[src/sv/pcpd_pkg.sv]
// ----------------------------------------------------------------------------
// Column post decoder package
// Shared types and constants for the column-post picture decoder.
// ----------------------------------------------------------------------------
package pcpd_pkg;

    // Default parameter values.
    localparam int DEFAULT_COLUMN_STRIDE = 200;
    localparam int DEFAULT_MAX_COLUMNS   = 320;

    // Reset value of the picture width register.
    localparam logic [8:0] WIDTH_RESET = 9'd320;

    // Top row byte that closes a column.
    localparam logic [7:0] END_MARK = 8'hFF;

    // Parse phase codes.
    localparam logic [2:0] PH_TOP  = 3'd0;
    localparam logic [2:0] PH_LEN  = 3'd1;
    localparam logic [2:0] PH_PAD1 = 3'd2;
    localparam logic [2:0] PH_PIX  = 3'd3;
    localparam logic [2:0] PH_PAD2 = 3'd4;

    // Result kinds.
    localparam logic KIND_PIXEL  = 1'b0;
    localparam logic KIND_MARKER = 1'b1;

    // One input transaction.
    typedef struct packed {
        logic [7:0] data_byte;
        logic       restart;
    } in_t;

    // One result transaction.
    typedef struct packed {
        logic        kind;
        logic [15:0] address;
        logic [7:0]  pixel_index;
        logic [8:0]  column;
        logic        picture_done;
    } out_t;

    // Decoder state carried between transactions.
    typedef struct packed {
        logic [2:0]  phase;
        logic [8:0]  column_count;
        logic [15:0] column_base;
        logic [8:0]  current_row;
        logic [7:0]  pixels_left;
        logic        finished;
    } state_t;

endpackage

[src/sv/pcpd_step.sv]
// ----------------------------------------------------------------------------
// Column post decoder step
// Combinational next-state and result logic for one data byte.
// ----------------------------------------------------------------------------
module pcpd_step #(
    parameter int COLUMN_STRIDE = pcpd_pkg::DEFAULT_COLUMN_STRIDE,
    parameter int MAX_COLUMNS   = pcpd_pkg::DEFAULT_MAX_COLUMNS
) (
    input  pcpd_pkg::in_t    item,
    input  pcpd_pkg::state_t state,
    input  logic [8:0]       picture_width,
    output pcpd_pkg::state_t state_next,
    output logic             has_result,
    output pcpd_pkg::out_t   result
);

    localparam logic [8:0]  MAX_W  = 9'(MAX_COLUMNS);
    localparam logic [15:0] STRIDE = 16'(COLUMN_STRIDE);

    pcpd_pkg::state_t cur;
    logic [8:0]       eff_width;
    logic             last_column;
    logic [7:0]       left_dec;

    // A restart clears the picture before the byte is taken.
    always_comb
    begin
        cur = state;
        if (item.restart)
        begin
            cur = '0;
            cur.phase = pcpd_pkg::PH_TOP;
        end
    end

    // Clamp the configured width into the legal range.
    always_comb
    begin
        eff_width = picture_width;
        if (eff_width == 9'd0)
        begin
            eff_width = 9'd1;
        end
        if (eff_width > MAX_W)
        begin
            eff_width = MAX_W;
        end
    end

    assign last_column = ({1'b0, cur.column_count} + 10'd1) >= {1'b0, eff_width};
    assign left_dec    = cur.pixels_left - 8'd1;

    // Phase sequencing and result formation.
    always_comb
    begin
        state_next = cur;
        has_result = 1'b0;
        result     = '0;
        result.column = cur.column_count;
        if (!cur.finished)
        begin
            case (cur.phase)
                pcpd_pkg::PH_TOP:
                begin
                    if (item.data_byte == pcpd_pkg::END_MARK)
                    begin
                        has_result          = 1'b1;
                        result.kind         = pcpd_pkg::KIND_MARKER;
                        result.picture_done = last_column;
                        if (last_column)
                        begin
                            state_next.finished = 1'b1;
                        end
                        else
                        begin
                            state_next.column_count = cur.column_count + 9'd1;
                            state_next.column_base  = cur.column_base + STRIDE;
                        end
                    end
                    else
                    begin
                        state_next.current_row = {1'b0, item.data_byte};
                        state_next.phase       = pcpd_pkg::PH_LEN;
                    end
                end
                pcpd_pkg::PH_LEN:
                begin
                    state_next.pixels_left = item.data_byte;
                    state_next.phase       = pcpd_pkg::PH_PAD1;
                end
                pcpd_pkg::PH_PAD1:
                begin
                    state_next.phase = (cur.pixels_left != 8'd0) ? pcpd_pkg::PH_PIX
                                                                 : pcpd_pkg::PH_PAD2;
                end
                pcpd_pkg::PH_PIX:
                begin
                    has_result             = 1'b1;
                    result.kind            = pcpd_pkg::KIND_PIXEL;
                    result.address         = cur.column_base + {7'd0, cur.current_row};
                    result.pixel_index     = item.data_byte;
                    state_next.current_row = cur.current_row + 9'd1;
                    state_next.pixels_left = left_dec;
                    if (left_dec == 8'd0)
                    begin
                        state_next.phase = pcpd_pkg::PH_PAD2;
                    end
                end
                default:
                begin
                    state_next.phase = pcpd_pkg::PH_TOP;
                end
            endcase
        end
    end

endmodule

[src/sv/patch_column_post_decoder.sv]
// ----------------------------------------------------------------------------
// Column-post picture decoder
// Turns a column-post byte stream into pixel writes and column end markers.
// ----------------------------------------------------------------------------
// Usage:
//   The item channel carries one data byte per transaction, with restart set
//   on the first byte of a new picture. The result channel carries a pixel
//   write (kind 0) or a column end marker (kind 1); the marker of the last
//   column has picture_done set, and later bytes give nothing until restart.
//   The phase update and the address add sit between the state registers
//   and the result register, so one transaction is accepted every cycle
//   while item_stall is low; each result is registered before it is valid.
//   A two-entry output buffer (result register plus skid register) lets one
//   more byte be taken while the receiver stalls; item_stall rises only once
//   the skid register holds a result. The picture width register is written
//   through write_enable and write_data; the user must do so only while the
//   block is idle, as the block does not enforce it. Reset sets the width to
//   320, clears the decoder state and empties the output buffer.
// ----------------------------------------------------------------------------
module patch_column_post_decoder #(
    parameter int COLUMN_STRIDE = pcpd_pkg::DEFAULT_COLUMN_STRIDE,
    parameter int MAX_COLUMNS   = pcpd_pkg::DEFAULT_MAX_COLUMNS
) (
    input  logic           clk,
    input  logic           rst_n,
    input  logic           write_enable,
    input  logic [8:0]     write_data,
    input  logic           item_valid,
    output logic           item_stall,
    input  pcpd_pkg::in_t  item,
    output logic           result_valid,
    input  logic           result_stall,
    output pcpd_pkg::out_t result
);

    logic [8:0]       width_reg;
    pcpd_pkg::state_t state_reg;
    pcpd_pkg::state_t state_next;
    logic             step_has_result;
    pcpd_pkg::out_t   step_result;
    logic             out_valid_reg;
    pcpd_pkg::out_t   out_reg;
    logic             skid_valid_reg;
    pcpd_pkg::out_t   skid_reg;
    logic             item_accept;
    logic             result_fire;
    logic             new_result;

    assign item_stall   = skid_valid_reg;
    assign item_accept  = item_valid && !item_stall;
    assign result_valid = out_valid_reg;
    assign result       = out_reg;
    assign result_fire  = out_valid_reg && !result_stall;
    assign new_result   = item_accept && step_has_result;

    // Picture width register.
    always_ff @(posedge clk or negedge rst_n)
    begin
        if (!rst_n)
        begin
            width_reg <= pcpd_pkg::WIDTH_RESET;
        end
        else if (write_enable)
        begin
            width_reg <= write_data;
        end
    end

    // Per-byte decode logic.
    pcpd_step #(
        .COLUMN_STRIDE (COLUMN_STRIDE),
        .MAX_COLUMNS   (MAX_COLUMNS)
    ) u_step (
        .item          (item),
        .state         (state_reg),
        .picture_width (width_reg),
        .state_next    (state_next),
        .has_result    (step_has_result),
        .result        (step_result)
    );

    // Decoder state advances on every accepted transaction.
    always_ff @(posedge clk or negedge rst_n)
    begin
        if (!rst_n)
        begin
            state_reg       <= '0;
            state_reg.phase <= pcpd_pkg::PH_TOP;
        end
        else if (item_accept)
        begin
            state_reg <= state_next;
        end
    end

    // Output buffer valid flags.
    always_ff @(posedge clk or negedge rst_n)
    begin
        if (!rst_n)
        begin
            out_valid_reg  <= 1'b0;
            skid_valid_reg <= 1'b0;
        end
        else if (!out_valid_reg || result_fire)
        begin
            if (skid_valid_reg)
            begin
                out_valid_reg  <= 1'b1;
                skid_valid_reg <= 1'b0;
            end
            else
            begin
                out_valid_reg <= new_result;
            end
        end
        else if (new_result)
        begin
            skid_valid_reg <= 1'b1;
        end
    end

    // Output buffer payload.
    always_ff @(posedge clk)
    begin
        if (!out_valid_reg || result_fire)
        begin
            out_reg <= skid_valid_reg ? skid_reg : step_result;
        end
        else if (new_result)
        begin
            skid_reg <= step_result;
        end
    end

    // The skid register only fills behind a held result.
    assert property (@(posedge clk) disable iff (!rst_n)
        skid_valid_reg |-> out_valid_reg)
        else $error("skid register holds a result while the output is empty");

    // Pixel writes never carry the picture done flag.
    assert property (@(posedge clk) disable iff (!rst_n)
        (result_valid && result.kind == pcpd_pkg::KIND_PIXEL) |-> !result.picture_done)
        else $error("pixel write marked as picture done");

    // Once finished, bytes without restart leave the state alone.
    assert property (@(posedge clk) disable iff (!rst_n)
        (item_accept && state_reg.finished && !item.restart) |=> $stable(state_reg))
        else $error("state changed after picture completion");

    // A filled skid register stops new transactions.
    assert property (@(posedge clk) disable iff (!rst_n)
        (out_valid_reg && result_stall && new_result) |=> item_stall)
        else $error("input not stalled with a full output buffer");

endmodule
[config.mk]
export PLATFORM = sky130hd
export DESIGN_NAME = patch_column_post_decoder
export DESIGN_NICKNAME = d
export VERILOG_FILES = /design/src/sv/pcpd_pkg.sv /design/src/sv/pcpd_step.sv /design/src/sv/patch_column_post_decoder.sv
export SDC_FILE = /design/constraint.sdc
export NUM_CORES = 1
export LEC_CHECK = 0
export BUFFER_PORTS_ARGS = -buffer_cell sky130_fd_sc_hd__buf_2
export CORE_MARGIN = 2
export CORE_UTILIZATION = 30
export CTS_CLUSTER_DIAMETER = 60
export DETAILED_ROUTE_END_ITERATION = 8
export GPL_TIMING_DRIVEN = 1
export HOLD_SLACK_MARGIN = 0.08
export PLACE_DENSITY_LB_ADDON = 0.1
export SLEW_MARGIN = 30
export SYNTH_ARGS = -nofsm -noshare
export SYNTH_HDL_FRONTEND = slang
export SYNTH_SLANG_ARGS = --single-unit
[constraint.sdc]
create_clock -name clk -period 4.3 [get_ports clk]
set_input_delay 0.86 -clock clk [delete_from_list [all_inputs] [get_ports clk]]
set_output_delay 0.86 -clock clk [all_outputs]
set_load 0.02 [all_outputs]
# Word level (Yosys, flattened, before mapping)
# Index checks and enable logic that the tools add are counted.
# classes
bitwise	1
order_cmp	2
n_addsub	6
reduce_logical	13
n_mux	30
eq_ne	4
# ops
operator	count
25-bit two-way mux	4
46-bit two-way mux	2
35-bit two-way mux	1
9-bit two-way mux	3
24-bit two-way mux	1
9-bit by 1-bit adder with 9-bit output, second input constant	2
9-bit one-hot mux with 2 select lines	1
16-bit by 8-bit adder with 16-bit output, second input constant	1
16-bit by 9-bit adder with 16-bit output	1
8-bit one-hot mux with 2 select lines	1
1-bit two-way mux	12
3-bit one-hot mux with 4 select lines	1
9-bit by 1-bit adder with 10-bit output, second input constant	1
10-bit by 9-bit >= comparator with 1-bit output	1
9-bit > comparator, second input constant	1
9-bit zero test	1
3-bit two-way mux	3
8-bit equality test, second input constant	1
8-bit zero test	1
8-bit nonzero test	1
8-bit by 1-bit subtractor with 8-bit output, second input constant	1
3-bit by 2-bit equality test with 1-bit output, second input constant	2
3-bit by 1-bit equality test with 1-bit output, second input constant	1
1-bit logical AND	3
other kinds (7)	9
# totals
out_inout_bits	37
regBits	127
inputBits	23

# Logic depth before layout (Yosys ltp)
# Gate-level depths: netlist of the first run.
# logic_depth
ltp_word	9
depth_mapped	17
mapped_depth_nobuf	13

# Modules after synthesis
# From an unflattened synthesis of the first run, not the netlist that was laid out.
# hier_totals
cells_unflattened	651
area_unflattened_um2	7516.0
# modules_own_cells
mod	seq_area_each_um2	area_each_um2	instances	cells_each
patch_column_post_decoder	3530.9	4870.9	1	234
pcpd_step	0.0	2645.0	1	417

# Worst setup path before layout of the first run
# Ideal clock, no wire load.
# synth_timing
path_kind	in2reg
startpoint	input item[0] in the netlist's numbering
endpoint	register state_reg[29] in the netlist's numbering
arrival_ns	3.819
setup_slack_ns	0.355
required_ns	4.174
cell_stages	16
setup_ns	0.126
cell_sequence	clkbuf_1 clkbuf_1 buf_2 nor2b_1 ha_1 and4_1 xnor2_1 nor2_1 ha_1 a21o_1 a21oi_1 o2111a_1 buf_6 nand2_4 or3_1 a221o_1
# synth_rtl
item	line	text
from (decl)	patch_column_post_decoder.sv:30	input pcpd_pkg::in_t item,
to (signal assigned)	patch_column_post_decoder.sv:92	state_reg <= state_next;
to (decl)	patch_column_post_decoder.sv:37	pcpd_pkg::state_t state_reg;

==> results.md, run 1 <==
- Async SR Flop Fraction: 0.449
- Drt drc: 0
- Critical path class: in -> reg
- Syn Std Cell Area: slightly above 7000 sq um
- Yosys warns: 0
- Worst IR Drop VDD: 0.000240 V
- Worst min-delay path class: reg -> reg
- Vias: 5473
- IO Count: 60
- Vias/cell: 5.06
- Post-synth EDFFs: 70
- Drt pass-1 iters: 5
- Die Wd: between 150 and 200 um
- Status: finished clean
- Critical Path Fanout Max: 19
- Syn avg cell area: 10.2 sq um
- Req. time, crit path: approximately 4.6 ns
- Initial antenna violation count: 0
- Final global-route overflow total: 0
- Share of layout cells above drive strength 1: 0.194
- Fill cells: 2365
- Die H: around 160 um
- RSZ-0062 raised after global routing: false
- Synthesis-to-finish area growth: 17.9%
- Final Max Slew Viols: 0
- Worst skew pair latency: 0.42 ns
- Unique cell type count in the Yosys netlist: 72
- Layout Nets: 797
- Max frequency: 280 MHz
- WL/cell: 17.3 um
- Setup Buffers After CTS: 0
- Flop and latch count out of synthesis: 127
- CTS tree: done
- Std-Cell Rows: 56
- Final antenna-violating net count: 0
- PwrDens: 448 nW/um^2
- Setup crit end kind: flop
- Setup violators final: 0
- Setup TNS: 0 ns
- Total track usage: 0.157
- Clk sink count: between 100 and 150
- Routability Congestion: roughly 0.84
- CTS resizes: 0
- Die footprint: 24800 sq um
- Sequential area share after synthesis: 0.499
- Clock transition at path regs: roughly 0.06 ns
- Placed Cells: approximately 1100
- Drt first-iter violations: 337
- Most used DFF post-synth: edfxtp_1
- Area of the multi-input gates: 3300 sq um
- Tightest Pin Transition: 0.858 ns
- Initial Util: 0.303
- Final std cells w/o fill: 1082
- Endpoints failing hold: 0
- Period Utilization, post-route: 0.831
- Pin count of the biggest net entering global routing: 32
- Input/output buffers: 59
- Number of global-route vias before repair: 5487
- Static leakage power: 3.49 nW
- H-tree Lvls: 4
- Maximum capacitance violations: 0
- Startpoint Class: input port
- Max reg flops: 46
- Rel. slew slack: 0.428
- Mapped Cells: 694
- Antenna fix cells: 0
- Routed wire length: between 15 and 20 mm
- Syn Nets: 741
- Core area: approximately 23000 sq um
- CTS root buffer: clkbuf_16
- Final design utilization: 0.357
- Setup Skew: 0.00891 ns
- TritonCTS buffer count: 17
- Cts hold-fix bufs: 0
- First-pass GRT wire length: 30.1 mm
- Storage cell area: between 3000 and 4000 sq um
- CTS max path bufs: 2
- Min cycle time layout: 3.57 ns
- Detailed placement HPWL: 13.2 mm
- CP arrival: 3.88 ns
## layout make-up
| cell class | count | share of cell area |
|---|---|---|
| clock inverter | 15 | 0.0203 |
| multi-input combinational | 509 | 0.396 |
| clock buffer | 17 | 0.0510 |
| sequential | 127 | 0.423 |
| tap | 319 | 0.0479 |
| timing repair buffer | 78 | 0.0540 |
| inverter | 17 | 0.00765 |
## cell families after synthesis
| kind of cell | count (synthesis) | synth area share |
|---|---|---|
| simple gates | 273 | 0.193 |
| xor+xnor | 26 | 0.0322 |
| flops | 127 | 0.499 |
| compound gates | 156 | 0.149 |
| buf+inv | 58 | 0.0359 |
| fa+ha+maj | 24 | 0.0435 |
| mux | 30 | 0.0470 |
## placed cells by master (no fill, tap or decap), types with 5 or more instances in the layout
cell type    n
dfrtp_1     54
and2_1      15
o21ai_0     46
buf_4       18
edfxtp_1    70
buf_2       59
nor2b_1     27
or3_1       10
clkbuf_16   17
and3_1       8
nand2_1     89
a22o_1       6
nand3_1     18
clkinvlp_4   5
ha_1        23
a21o_1       6
xnor2_1     15
nand4_1      6
inv_1       17
xor2_1      11
mux2_2      26
nor4_1       7
o31ai_1     11
nor2_1      53
nor3_1      14
a21oi_1     25
o211ai_1    10
## power breakdown
group	switching [mW]	total, mW	internal [mW]	leakage [nW]
Sequential	0.124	1.54	1.41	1.46
Clock	0.576	1.48	0.907	0.279
Combinational	0.437	0.714	0.277	1.75
## synthesized netlist by cell type (3+ instances only)
cell type  instances  area [sq um]
a211oi_1           4          30.0
a21o_1             6          45.0
a21oi_1           25           125
a221o_1            3          30.0
a22o_1             6          52.6
a22oi_1            4          30.0
and2_1            15          93.8
and3_1             8          50.1
and4_1             4          35.0
buf_1              6          22.5
buf_2              4          20.0
buf_6              3          33.8
clkbuf_1          25          93.8
dfrtp_1           55          1380
edfxtp_1          70          2100
ha_1              23           288
inv_1             17          63.8
mux2_2            26           293
mux2i_1            4          40.0
nand2_1           90           338
nand3_1           18          90.1
nand4_1            6          37.5
nor2_1            53           199
nor2b_1           28           175
nor3_1            14          70.1
nor3b_1            3          22.5
nor4_1             7          43.8
o211ai_1          10          75.1
o21a_1             4          30.0
o21ai_0           46           230
o22a_1             3          26.3
o311ai_0           4          35.0
o31ai_1           11          82.6
or3_1             10          62.6
or4_1              4          30.0
xnor2_1           15           131
xor2_1            11          96.3
## per-layer routing
layer | track usage | vias up | wire (um)
li1 | - | 2663 | -
met1 | 0.217 | 2668 | 9160
met2 | 0.249 | 125 | 8580
met3 | 0.0255 | 17 | 692
met4 | 0.0550 | 0 | 237
met5 | 0 | - | 0
## worst paths after layout
path,startpoint,to,slack (ns),cells after the start
min in group asynchronous,rst_n,width_reg[4]$_DFFE_PN0P_,0.52,1
worst min-delay path,state_reg[20]$_DFFE_PN0P_,state_reg[20]$_DFFE_PN0P_,0.48,1
worst max register to register,state_reg[35]$_DFFE_PN0P_,state_reg[29]$_DFFE_PN0P_,1.00,11
max in group asynchronous,rst_n,state_reg[30]$_DFFE_PN0P_,3.03,2
worst min register to register,state_reg[20]$_DFFE_PN0P_,state_reg[20]$_DFFE_PN0P_,0.48,1
worst max-delay path,item[0],state_reg[29]$_DFFE_PN0P_,0.73,12
## critical path: stages
cell and delay [ns]:
buf_2 0.23, nor2b_1 0.26, ha_1 0.27, and4_1 0.29
nand3_1 0.12, xnor2_1 0.17, ha_1 0.33, a21oi_1 0.24
o2111a_1 0.29, nand2_4 0.17, or3_1 0.34, a221o_1 0.29
## stage by stage
step	setup slack (ns)	cell area, sq um	hold WS [ns]	power [mW]
after global routing	0.541	8340	0.498	3.93
after floorplan	0.355	7080	0.440	2.06
final	0.727	8340	0.482	3.73
after global placement	0.435	7750	0.465	2.26
after CTS	0.777	8340	0.488	3.78
after detailed placement	0.331	7750	0.468	2.28
No activity file was read; power rests on OpenSTA's default activity.
==> run 2: changes to the inputs <==
==> constraint.sdc (replaced) <==
create_clock -name clk -period 3.45 [get_ports clk]
set_input_delay 0.69 -clock clk [delete_from_list [all_inputs] [get_ports clk]]
set_output_delay 0.69 -clock clk [all_outputs]
set_load 0.02 [all_outputs]
==> results.md, run 2 (synthesis results as in run 1) <==
- Status: finished clean
- Layout Nets: 830
- Worst skew pair latency: 0.42 ns
- Static leakage power: 3.65 nW
- Setup crit end kind: flop
- Vias/cell: 5.03
- First-pass GRT wire length: 30.8 mm
- CTS resizes: 0
- Antenna fix cells: 0
- Setup Buffers After CTS: 0
- Vias: 5614
- CP peak stage delay: 0.31 ns
- Rel. slew slack: 0.574
- Total Power: 4.63 mW
- Max frequency: 319 MHz
- Initial Util: 0.303
- Setup Skew: 0.0101 ns
- Initial antenna violation count: 0
- Drt pass-1 iters: 5
- CP arrival: 3.42 ns
- Synthesis-to-finish area growth: 21.6%
- Input/output buffers: 59
- Endpoints failing hold: 0
- Min cycle time layout: 3.13 ns
- Pin count of the biggest net entering global routing: 50
- Crit-path cells: buf_2, nor2b_1, ha_4, and4_4, nand3_1, xnor2_1, ha_1, nand3_1, nor2_1, a21oi_2, nand2_4, buf_4, o311ai_1, o21ai_0
- Buf/Inv on CP: 2
- Clock transition at path regs: about 0.060 ns
- Routability Congestion: 0.901
- Worst IR Drop VDD: 0.000260 V
- Total track usage: 0.161
- Cts hold-fix bufs: 0
- FF-to-FF Start: state_reg[34]$_DFFE_PN0P_
- RSZ-0062 raised after global routing: false
- Maximum capacitance violations: 0
- Capturing point of the worst reg2reg path: state_reg[24]$_DFFE_PN0P_
- Routed wire length: 19.3 mm
- Max reg flops: 46
- H-tree Lvls: 4
- Share of layout cells above drive strength 1: 0.231
- Worst min-delay path class: in -> async
- Placed Area: roughly 8000 sq um
- Final antenna-violating net count: 0
- Tightest Pin Transition: 0.639 ns
- Period Utilization, post-route: 0.909
- Critical path class: in -> reg
- CP max-delay cell: ha_1
- Die H: 158 um
- Detailed placement HPWL: 13.8 mm
- Most used cell, CP: nand3_1
- Req. time, crit path: 3.73 ns
- Final global-route overflow total: 0
- WL/cell: 17.3 um
- CTS tree: done
- Final Cell Area: 8610 sq um
- Final Max Slew Viols: 0
- R2R Setup Slk: between 0.3 and 0.4 ns
- Clk sink count: 127
- Die Wd: 158 um
- Drt drc: 0
- Commonest non-fill, non-tap cell in the layout: nand2_1
- Pre-CTS setup slack: -0.0840 ns
- TritonCTS buffer count: 17
- Critical Path Fanout Max: 12
- PwrDens: 538 nW/um^2
- Worst Reg-to-Reg Cells: 13
- Core area: 23300 sq um
- Drt first-iter violations: about 330
- Setup ws final: between 0.3 and 0.4 ns
- Die footprint: 24800 sq um
- IO Count: 60
- CTS max path bufs: 2
- CTS root buffer: clkbuf_16
- Fill cells: 2360
- Number of global-route vias before repair: 5597
- Startpoint Class: input port
- Most frequent cells in the layout: 89 x nand2_1, 70 x edfxtp_1, 58 x buf_2, 54 x dfrtp_1, 53 x nor2_1
- CP top delay family: simple AND/OR/NAND/NOR gates
- Setup violators final: 0
- Std-Cell Rows: 56
run 2: how the worst max path moves through the flow:
| stage | slack (ns) | startpoint | to | cells after the start |
|---|---|---|---|---|
| after floorplan | -0.07 | item[0] | state_reg[29]$_DFFE_PN0P_ | 15 |
| after global placement | 0.06 | item[0] | state_reg[39]$_DFFE_PN0P_ | 14 |
| after detailed placement | -0.08 | item[0] | state_reg[24]$_DFFE_PN0P_ | 15 |
| after CTS | 0.35 | item[0] | state_reg[24]$_DFFE_PN0P_ | 14 |
| after global routing | 0.20 | state_reg[34]$_DFFE_PN0P_ | state_reg[42]$_DFFE_PN0P_ | 14 |
| final | 0.32 | item[0] | state_reg[24]$_DFFE_PN0P_ | 14 |
run 2: power breakdown:
group	internal [mW]	switching [mW]	total [mW]
clock network	1.08	0.707	1.79
logic	0.370	0.557	0.927
registers	1.76	0.152	1.91
total	3.21	1.42	4.63
run 2: layout make-up:
cell class                      count  area (sq um)  area share
Timing Repair Buffer              111           701      0.0814
Inverter                           17          63.8     0.00741
Clock buffer                       18           439      0.0510
Multi-Input combinational cell    509          3330       0.387
Clock inverter                     14           140      0.0163
Tap cell                          319           399      0.0464
Sequential cell                   127          3530       0.410
run 2: layer usage:
metal  up-vias  global-route usage  share of wire
met5         -                   0              0
met4         0              0.0576          0.019
met3        29              0.0290          0.040
met2       138               0.254           0.46
met1      2722               0.223           0.48
li1       2725                   -              -
run 2: through the flow:
step	TNS [ns]	utilization	cells	hold slack, ns
after CTS	0	0.369	1115	0.438
after global routing	0	0.369	1115	0.276
after detailed placement	-0.437	0.344	1083	0.467
final	0	0.369	1115	0.249
after floorplan	-0.0699	-	694	0.394
after global placement	0	0.344	1083	0.464
run 2: worst reg2reg max path: stages (launching register included):
cell      delay (ns)
dfrtp_1         0.40
nor2b_1         0.30
ha_4            0.21
and4_4          0.23
nand3_1         0.10
xnor2_1         0.27
ha_1            0.31
nand3_1         0.10
nor2_1          0.06
a21oi_2         0.27
nand2_4         0.11
buf_4           0.21
o311ai_1        0.29
o21ai_0         0.14
